**src/rtl/core/replay_window_check_macros.svh**
```systemverilog
// Assertion macros for the replay window checker.
// Included by the top level; no other dependencies.
`ifndef REPLAY_WINDOW_CHECK_MACROS_SVH
`define REPLAY_WINDOW_CHECK_MACROS_SVH

`ifndef SYNTHESIS
`define RWC_ASSERT_IMP(lbl, ck, rn, ante, cons) \
  lbl: assert property (@(posedge ck) disable iff (!rn) (ante) |-> (cons)) \
    else $error("replay_window_check assertion failed");
`define RWC_ASSERT_NEXT(lbl, ck, rn, ante, cons) \
  lbl: assert property (@(posedge ck) disable iff (!rn) (ante) |=> (cons)) \
    else $error("replay_window_check assertion failed");
`else
`define RWC_ASSERT_IMP(lbl, ck, rn, ante, cons)
`define RWC_ASSERT_NEXT(lbl, ck, rn, ante, cons)
`endif

`endif

```
**src/rtl/core/rwc_pkg.sv**
```systemverilog
// Shared constants, codes and types of the replay window checker.
// No dependencies.
package rwc_pkg;

  localparam int IDX_W       = 48;
  localparam int WINDOW_BITS = 1024;
  localparam int WIN_AW      = $clog2(WINDOW_BITS);
  localparam int ROW_W       = 32;
  localparam int ROW_AW      = $clog2(ROW_W);
  localparam int ROWS        = WINDOW_BITS / ROW_W;
  localparam int ROW_SEL_W   = WIN_AW - ROW_AW;
  localparam int CNT_W       = ROW_SEL_W + 1;

  localparam logic [1:0] OP_CHECK      = 2'd0;
  localparam logic [1:0] OP_CHECK_MARK = 2'd1;
  localparam logic [1:0] OP_MARK       = 2'd2;

  localparam logic [1:0] STATUS_OK       = 2'd0;
  localparam logic [1:0] STATUS_TOO_OLD  = 2'd1;
  localparam logic [1:0] STATUS_REPLAYED = 2'd2;

  typedef struct packed {
    logic             neg;
    logic             far;
  } sub_res_t;

endpackage

```
**src/rtl/core/rwc_sub.sv**
```systemverilog
// Shared 48-bit subtract and window-distance compare.
// Depends on rwc_pkg.
module rwc_sub (
  input  logic [rwc_pkg::IDX_W-1:0] a_i,
  input  logic [rwc_pkg::IDX_W-1:0] b_i,
  output rwc_pkg::sub_res_t         res_o
);
  import rwc_pkg::*;

  logic [IDX_W:0] full;

  assign full       = {1'b0, a_i} - {1'b0, b_i};
  assign res_o.neg  = full[IDX_W];
  assign res_o.far  = |full[IDX_W-1:WIN_AW];

endmodule

```
**src/rtl/core/rwc_ram.sv**
```systemverilog
// Generic single-write, single-read RAM with registered read data.
// No dependencies.
module rwc_ram #(
  parameter int DW = 32,
  parameter int AW = 5
) (
  input  logic          clk,
  input  logic          we,
  input  logic [AW-1:0] waddr,
  input  logic [DW-1:0] wdata,
  input  logic [AW-1:0] raddr,
  output logic [DW-1:0] rdata
);

  logic [DW-1:0] mem [2**AW];
  logic [DW-1:0] rdata_r;

  always_ff @(posedge clk) begin
    if (we) begin
      mem[waddr] <= wdata;
    end
    rdata_r <= mem[raddr];
  end

  assign rdata = rdata_r;

endmodule

```
**src/rtl/core/replay_window_check.sv**
```systemverilog
// Sliding-window anti-replay checker, top level. Uses rwc_pkg, rwc_sub, rwc_ram.
// Steps: S_EVAL, then S_FIN, which raises out_valid once the output register is free;
// an advance passes S_GAP and sweeps up to ROWS+1 bitmap rows in S_ROW_RD/S_ROW_WR,
// and a jump of a full window or more clears the other row valid bits in S_GAP instead.
// A new transaction is taken only in S_IDLE, once the last one has left S_FIN.
// Reset (sync, active low): highest index and row valid bits clear at once.
`include "replay_window_check_macros.svh"

module replay_window_check (
  input  logic                      clk,
  input  logic                      rst_n,
  input  logic                      in_valid,
  output logic                      in_stall,
  input  logic [1:0]                in_op,
  input  logic [rwc_pkg::IDX_W-1:0] in_packet_index,
  output logic                      out_valid,
  input  logic                      out_stall,
  output logic [1:0]                out_status
);
  import rwc_pkg::*;

  typedef enum logic [2:0] {
    S_IDLE,
    S_EVAL,
    S_GAP,
    S_ROW_RD,
    S_ROW_WR,
    S_FIN
  } state_t;

  state_t               state_r, state_nxt;
  logic [1:0]           op_r, op_nxt;
  logic [IDX_W-1:0]     idx_r, idx_nxt;
  logic [IDX_W-1:0]     h_r, h_nxt;
  logic [ROWS-1:0]      row_valid_r, row_valid_nxt;
  logic                 vq_r, vq_nxt;
  logic [ROW_SEL_W-1:0] row_r, row_nxt;
  logic [CNT_W-1:0]     rem_r, rem_nxt;
  logic [ROW_AW-1:0]    lo_r, lo_nxt;
  logic                 first_r, first_nxt;
  logic [1:0]           res_r, res_nxt;
  logic                 out_valid_r, out_valid_nxt;
  logic [1:0]           out_status_r, out_status_nxt;

  logic [IDX_W-1:0]     sub_a, sub_b;
  sub_res_t             sub_res;
  logic                 ram_we;
  logic [ROW_SEL_W-1:0] ram_waddr, ram_raddr;
  logic [ROW_W-1:0]     ram_wdata, ram_rdata;

  logic [ROW_W-1:0]     row_data, bit_onehot, clr_mask;
  logic [ROW_AW-1:0]    bit_pos, lo, hi;
  logic [ROW_SEL_W-1:0] idx_row;
  logic [1:0]           chk;
  logic                 mark, last, h_carry, fin_go;

  rwc_sub u_sub (
    .a_i   (sub_a),
    .b_i   (sub_b),
    .res_o (sub_res)
  );

  rwc_ram #(
    .DW (ROW_W),
    .AW (ROW_SEL_W)
  ) u_ram (
    .clk   (clk),
    .we    (ram_we),
    .waddr (ram_waddr),
    .wdata (ram_wdata),
    .raddr (ram_raddr),
    .rdata (ram_rdata)
  );

  assign in_stall   = (state_r != S_IDLE);
  assign out_valid  = out_valid_r;
  assign out_status = out_status_r;

  assign bit_pos    = idx_r[ROW_AW-1:0];
  assign idx_row    = idx_r[WIN_AW-1:ROW_AW];
  assign bit_onehot = ROW_W'(1) << bit_pos;
  assign row_data   = vq_r ? ram_rdata : '0;
  assign h_carry    = (h_r[ROW_AW-1:0] == '1);
  assign last       = (rem_r == '0);
  assign fin_go     = (state_r == S_FIN) && !(out_valid_r && out_stall);

  assign sub_a = (state_r == S_EVAL) ? h_r : idx_r;
  assign sub_b = (state_r == S_EVAL) ? idx_r : h_r;

  assign ram_raddr = (state_r == S_IDLE) ? in_packet_index[WIN_AW-1:ROW_AW] : row_r;
  assign vq_nxt    = row_valid_r[ram_raddr];

  always_comb begin
    if (sub_res.neg) begin
      chk = STATUS_OK;
    end else if (sub_res.far) begin
      chk = STATUS_TOO_OLD;
    end else if (row_data[bit_pos]) begin
      chk = STATUS_REPLAYED;
    end else begin
      chk = STATUS_OK;
    end
  end

  always_comb begin
    lo = first_r ? lo_r : '0;
    hi = last ? bit_pos : '1;
    for (int j = 0; j < ROW_W; j++) begin
      clr_mask[j] = (ROW_AW'(j) >= lo) && (ROW_AW'(j) <= hi);
    end
  end

  always_comb begin
    state_nxt      = state_r;
    op_nxt         = op_r;
    idx_nxt        = idx_r;
    h_nxt          = h_r;
    row_valid_nxt  = row_valid_r;
    row_nxt        = row_r;
    rem_nxt        = rem_r;
    lo_nxt         = lo_r;
    first_nxt      = first_r;
    res_nxt        = res_r;
    out_valid_nxt  = out_valid_r;
    out_status_nxt = out_status_r;
    ram_we         = 1'b0;
    ram_waddr      = idx_row;
    ram_wdata      = row_data | bit_onehot;
    mark           = 1'b0;

    if (out_valid_r && !out_stall) begin
      out_valid_nxt = 1'b0;
    end

    unique case (state_r)
      S_IDLE: begin
        if (in_valid) begin
          op_nxt    = in_op;
          idx_nxt   = in_packet_index;
          state_nxt = S_EVAL;
        end
      end
      S_EVAL: begin
        case (op_r)
          OP_MARK: begin
            mark    = 1'b1;
            res_nxt = STATUS_OK;
          end
          OP_CHECK_MARK: begin
            mark    = (chk == STATUS_OK);
            res_nxt = chk;
          end
          default: begin
            res_nxt = chk;
          end
        endcase
        if (mark && sub_res.neg) begin
          state_nxt = S_GAP;
        end else begin
          if (mark && !sub_res.far) begin
            ram_we                 = 1'b1;
            row_valid_nxt[idx_row] = 1'b1;
          end
          state_nxt = S_FIN;
        end
      end
      S_GAP: begin
        if (sub_res.far) begin
          row_valid_nxt          = '0;
          row_valid_nxt[idx_row] = 1'b1;
          ram_we                 = 1'b1;
          ram_wdata              = bit_onehot;
          h_nxt                  = idx_r;
          state_nxt              = S_FIN;
        end else begin
          row_nxt   = h_r[WIN_AW-1:ROW_AW] + ROW_SEL_W'(h_carry);
          rem_nxt   = idx_r[WIN_AW:ROW_AW] - h_r[WIN_AW:ROW_AW] - CNT_W'(h_carry);
          lo_nxt    = h_r[ROW_AW-1:0] + ROW_AW'(1);
          first_nxt = 1'b1;
          state_nxt = S_ROW_RD;
        end
      end
      S_ROW_RD: begin
        state_nxt = S_ROW_WR;
      end
      S_ROW_WR: begin
        ram_we               = 1'b1;
        ram_waddr            = row_r;
        ram_wdata            = (row_data & ~clr_mask) | (last ? bit_onehot : '0);
        row_valid_nxt[row_r] = 1'b1;
        row_nxt              = row_r + ROW_SEL_W'(1);
        rem_nxt              = rem_r - CNT_W'(1);
        first_nxt            = 1'b0;
        if (last) begin
          h_nxt     = idx_r;
          state_nxt = S_FIN;
        end else begin
          state_nxt = S_ROW_RD;
        end
      end
      S_FIN: begin
        if (fin_go) begin
          out_valid_nxt  = 1'b1;
          out_status_nxt = res_r;
          state_nxt      = S_IDLE;
        end
      end
      default: begin
        state_nxt = S_IDLE;
      end
    endcase
  end

  always_ff @(posedge clk) begin
    if (!rst_n) begin
      state_r     <= S_IDLE;
      h_r         <= '0;
      row_valid_r <= '0;
      out_valid_r <= 1'b0;
    end else begin
      state_r     <= state_nxt;
      h_r         <= h_nxt;
      row_valid_r <= row_valid_nxt;
      out_valid_r <= out_valid_nxt;
    end
    op_r         <= op_nxt;
    idx_r        <= idx_nxt;
    vq_r         <= vq_nxt;
    row_r        <= row_nxt;
    rem_r        <= rem_nxt;
    lo_r         <= lo_nxt;
    first_r      <= first_nxt;
    res_r        <= res_nxt;
    out_status_r <= out_status_nxt;
  end

  `RWC_ASSERT_NEXT(a_accept_eval, clk, rst_n, in_valid && !in_stall, state_r == S_EVAL)
  `RWC_ASSERT_NEXT(a_highest_mono, clk, rst_n, 1'b1, h_r >= $past(h_r))
  `RWC_ASSERT_IMP(a_rem_range, clk, rst_n, state_r == S_ROW_WR, rem_r <= CNT_W'(ROWS))
  `RWC_ASSERT_NEXT(a_fin_out, clk, rst_n, fin_go, out_valid && state_r == S_IDLE)

endmodule

```
**config.mk**
```make
export PLATFORM = sky130hd
export DESIGN_NAME = replay_window_check
export DESIGN_NICKNAME = d
export VERILOG_FILES = /design/src/rtl/core/rwc_pkg.sv /design/src/rtl/core/rwc_sub.sv /design/src/rtl/core/rwc_ram.sv /design/src/rtl/core/replay_window_check.sv
export VERILOG_INCLUDE_DIRS = /design/src /design/src/rtl/core
export SDC_FILE = /design/constraint.sdc
export NUM_CORES = 2
export LEC_CHECK = 0
export BUFFER_PORTS_ARGS = -buffer_cell sky130_fd_sc_hd__buf_2
export CORE_MARGIN = 2
export CORE_UTILIZATION = 55
export CTS_CLUSTER_DIAMETER = 120
export DETAILED_ROUTE_END_ITERATION = 7
export GPL_ROUTABILITY_DRIVEN = 0
export PLACE_DENSITY = 0.74
export SYNTH_ARGS = -nofsm -noshare
export SYNTH_HDL_FRONTEND = slang
export SYNTH_SLANG_ARGS = --single-unit
```
**constraint.sdc**
```tcl
create_clock -name clk -period 6 [get_ports clk]
set_input_delay 1.2 -clock clk [delete_from_list [all_inputs] [get_ports clk]]
set_output_delay 1.2 -clock clk [all_outputs]
set_load 0.005 [all_outputs]
```
==> flow_summary.rst <==
.. list-table::
   :header-rows: 1

   * - Metric
     - Value
   * - Outcome
     - complete, but fails checks
   * - Violated checks
     - DRC
   * - Non-filler instance count after layout
     - 5374
   * - Category of the critical setup timing path
     - reg2reg
   * - Reg2reg path depth
     - 16
   * - Synth cell types
     - between 90 and 100
   * - Synth Instances
     - approximately 3800
   * - Root Driver
     - sky130_fd_sc_hd__clkbuf_16
   * - Antenna cell count
     - 0
   * - Total of warnings raised by yosys
     - 0
   * - Max-cap violations
     - 0
   * - Average wire length per cell after detail routing
     - 28.0 µm
   * - Total Routed Length
     - 151000 µm
   * - Crit-path most repeated cell
     - sky130_fd_sc_hd__a2111oi_0
   * - Antenna violations before repair
     - 4
   * - Ratio of final minimum period to clock period
     - 97.1%
   * - Power density over the cells
     - approximately 420 nW/µm²
   * - Synth-to-Final Area Change
     - 14.2%
   * - CTS Buf Count
     - 118
   * - # H-tree levels
     - 3
   * - Leftover overflow at the end of global routing
     - 0
   * - Worst Setup End Kind
     - flop
   * - Number of endpoints with negative hold slack in the final report
     - 0
   * - Cell-by-cell trace of the critical path
     - inv_1 > ha_1 > nand3_1 > a2111oi_0 > o311ai_2 > a21boi_1 > a2111oi_0 > a2111o_1 > nor4_1 > nand4_1 > or4_1 > mux2i_4 > nand2_2 > buf_4 > nor2_4 > buf_12
   * - Most used cells in the layout excluding fill and tap cells
     - sky130_fd_sc_hd__edfxtp_1, sky130_fd_sc_hd__nand2_1, sky130_fd_sc_hd__mux4_2, sky130_fd_sc_hd__nand3_1, sky130_fd_sc_hd__a21oi_1
   * - Sequential area share after synthesis
     - 64.8%
   * - Max Transition Viols Final
     - 0
   * - Maximum VDD drop
     - 0.274 mV
   * - Main combinational cell family by area after synthesis
     - multiplexers
   * - Worst path required time
     - 6.39 ns
   * - Vias in the first global route
     - 35002
   * - Share of the synthesized area in compound gates (AO/OA/AOI/OAI)
     - 8.22%
   * - Slew of the pin with the lowest slew margin
     - ~1.4 ns
   * - Core ar.
     - 98100 µm²
   * - Reg-to-reg startpoint
     - idx_r[8]
   * - Source-to-sink clock delay at the later pin of the worst-skew pair
     - 0.73 ns
   * - Total routing resource utilization after global routing
     - 29.5%
   * - Ratio of cells with drive above 1 in the final layout
     - 20.1%
   * - Post-route design area
     - 62000 µm²
   * - Clock period minus final worst setup slack
     - 5.82 ns
   * - Area post-placement
     - 57800 µm²
   * - Slowest library cell on the worst path
     - sky130_fd_sc_hd__or4_1
   * - Clk slew on worst S/H paths
     - ~0.060 ns
   * - Maximum clock rate
     - 172 MHz
   * - Clock Sink Count
     - between 1000 and 1500
   * - Cells after DPL
     - 5150
   * - Capturing point of the worst reg2reg path
     - u_ram.mem[2][28]
   * - Simple-gate area share of the yosys netlist
     - between 10% and 20%
   * - Remaining routing DRC violations
     - 1
   * - Via count normalized by instance count
     - 6.70
   * - Wire length of the first global-routing pass
     - 224000 µm
   * - Area of the die
     - between 100000 and 150000 µm²
   * - Total negative slack for setup checks
     - 0 ns
   * - Adder and majority gate portion of the synthesized area
     - less than 1%
   * - Clock tree buffer depth
     - 3
   * - Final setup viols
     - 0
   * - Via total after detailed routing
     - 36032
   * - Clock skew
     - 0.0425 ns
   * - Critical path arrival
     - between 6 and 7 ns
   * - Die Y-Extent
     - between 300 and 400 µm
   * - Type of the tightest min-delay check
     - reg2reg
   * - Nets in the synthesized netlist
     - 3895
   * - Standard-cell row count
     - 115
   * - Static leakage
     - 21.1 nW
   * - Number of synthesized register bits
     - 1212
   * - Final ANT Viol Nets
     - 0
   * - Buffers added on ports
     - 57
   * - Startpoint type of the worst setup path
     - flop
   * - Launching element of the worst setup path
     - idx_r[8]
   * - Capture point of the critical path
     - u_ram.mem[2][28]
   * - Horizontal extent of the die
     - 318 µm
   * - DRT Pass-1 Iters
     - 8
   * - Dominant register cell in the synthesized netlist
     - sky130_fd_sc_hd__edfxtp_1
   * - Synthesized area
     - 54300 µm²
   * - XOR/XNOR share of the synthesized area
     - 1.26%
   * - Post-CTS setup buffer count
     - 0
   * - Share of synthesized flip-flops with an asynchronous set or reset
     - 0%
   * - Overall power consumption
     - 26.2 mW
   * - Net count reported at finish
     - between 4000 and 5000
   * - Pin count of the biggest net entering global routing
     - 87
   * - Most common cell after layout, fill and taps aside
     - sky130_fd_sc_hd__edfxtp_1
   * - Maximum single-stage delay on the critical path
     - 0.77 ns
   * - Mean cell area of the mapped netlist
     - around 14 µm²
   * - Detailed-placement wirelength estimate
     - 93600 µm
   * - Effective utilization at floorplan
     - 55.4%
   * - Share of cell area taken by muxes after synthesis
     - 12.5%
   * - Num ports
     - between 50 and 60
   * - Clock tree from TritonCTS
     - built
   * - Worst slew margin relative to its limit
     - 4.57%
   * - Critical Path Fanout Max
     - 23
   * - Post-synth EDFFs
     - roughly 1100
   * - Number of DRC markers in iteration 0
     - 5470
   * - RSZ-0062 raised after global routing
     - no
   * - Worst setup slack for register-to-register paths
     - 0.18 ns
[per-layer routing]
metal  global-route usage (%)  routed length, µm  vias to the layer above
met4                     11.1               6480                        4
met1                     40.6              57000                    17885
met5                        0                 31                        -
li1                         -                  -                    15243
met2                     46.3              70200                     2502
met3                     6.87              17000                      398
[critical path: cells and delay by family (launching register included)]
| family | cells | cell delay (ns) |
|---|---|---|
| and+or+nand+nor | 6 | 1.87 |
| muxes | 1 | 0.41 |
| DFF | 1 | 0.35 |
| adders and majority gates | 1 | 0.33 |
| AOI/OAI and AO/OA | 5 | 1.92 |
| buffers and inverters | 3 | 0.58 |
[through the flow]
step                hold WS, ns  worst slack [ns]  util [%]
floorplan                 0.400            0.0615         -
detailed placement        0.422             0.252      58.9
finish                    0.441             0.176      63.2
global placement          0.408             0.293      58.9
CTS                       0.436             0.223      63.2
global route              0.455            0.0217      63.2
[kinds of logic (layout without fill, tap and decap cells)]
family | after synthesis | after routing
xor+xnor | 78 | 78
simple gates | 1210 | 1210
fa+ha+maj | 28 | 28
compound gates | 688 | 688
buf+inv | 261 | 529
flops | 1212 | 1212
mux | 342 | 342
[report_power, final]
part           leakage (nW)  internal, mW  total [mW]  switching [mW]
sequential             11.0          10.3        10.6           0.340
combinational          8.04          2.76        7.71            4.94
clock                  2.03          4.65        7.89            3.24
[worst min-delay path by stage]
stage                     depth (start not counted)      from  slack (ns)             to
final                                             0  res_r[0]        0.44  out_status[0]
after detailed placement                          0  res_r[0]        0.42  out_status[0]
after global placement                            0  res_r[0]        0.41  out_status[0]
after floorplan                                   0  res_r[0]        0.40  out_status[0]
after global routing                              0  res_r[0]        0.46  out_status[0]
after CTS                                         0  res_r[0]        0.44  out_status[0]
[cells in the mapped netlist (22+ instances only)]
cell type,instances,area share [%]
sky130_fd_sc_hd__o211ai_1,34,0.47
sky130_fd_sc_hd__mux2i_1,65,1.2
sky130_fd_sc_hd__a211oi_1,26,0.36
sky130_fd_sc_hd__o21ai_1,34,0.31
sky130_fd_sc_hd__dfxtp_1,117,4.3
sky130_fd_sc_hd__o22a_1,32,0.52
sky130_fd_sc_hd__buf_1,39,0.27
sky130_fd_sc_hd__nand2b_1,68,0.78
sky130_fd_sc_hd__clkbuf_1,138,0.95
sky130_fd_sc_hd__nor3_1,31,0.29
sky130_fd_sc_hd__nor4_1,23,0.26
sky130_fd_sc_hd__xnor2_1,47,0.76
sky130_fd_sc_hd__nand3_1,215,2.0
sky130_fd_sc_hd__nand2_1,474,3.3
sky130_fd_sc_hd__buf_2,23,0.21
sky130_fd_sc_hd__nor2b_1,69,0.79
sky130_fd_sc_hd__inv_1,43,0.30
sky130_fd_sc_hd__edfxtp_1,1095,61
sky130_fd_sc_hd__nor2_1,199,1.4
sky130_fd_sc_hd__a21oi_1,181,1.7
sky130_fd_sc_hd__o21ai_0,140,1.3
sky130_fd_sc_hd__a31oi_1,40,0.46
sky130_fd_sc_hd__mux4_2,269,11
sky130_fd_sc_hd__xor2_1,31,0.50
sky130_fd_sc_hd__o22ai_1,22,0.25
sky130_fd_sc_hd__nand4_1,22,0.25
[area by class of cell]
cell class              instances  area [µm²]
clock buffers                 147        3160
clock inverters                77         993
fillers                      6847       36100
inverters                      46         174
multi-input cells            2346       18500
flip-flops and latches       1212       35200
well taps                    1287        1610
repair buffers                259        2310
[what timing repair did]
action	CTS	global route
setup endpoints to repair	0	325
hold buffers	0	0
gates resized for setup	0	6
[sequential cells by signal (all words and copies together) (netlist names)]
signal and cells:
vq_r 1, row_r 5, rem_r 6, first_r 1, state_r 3, out_status 2
row_valid_r 32, lo_r 5, op_r 2, idx_r 48, h_r 48, u_ram.rdata 32
out_valid 1, u_ram.mem 1024, res_r 2
(Power assumes the default switching activity.)
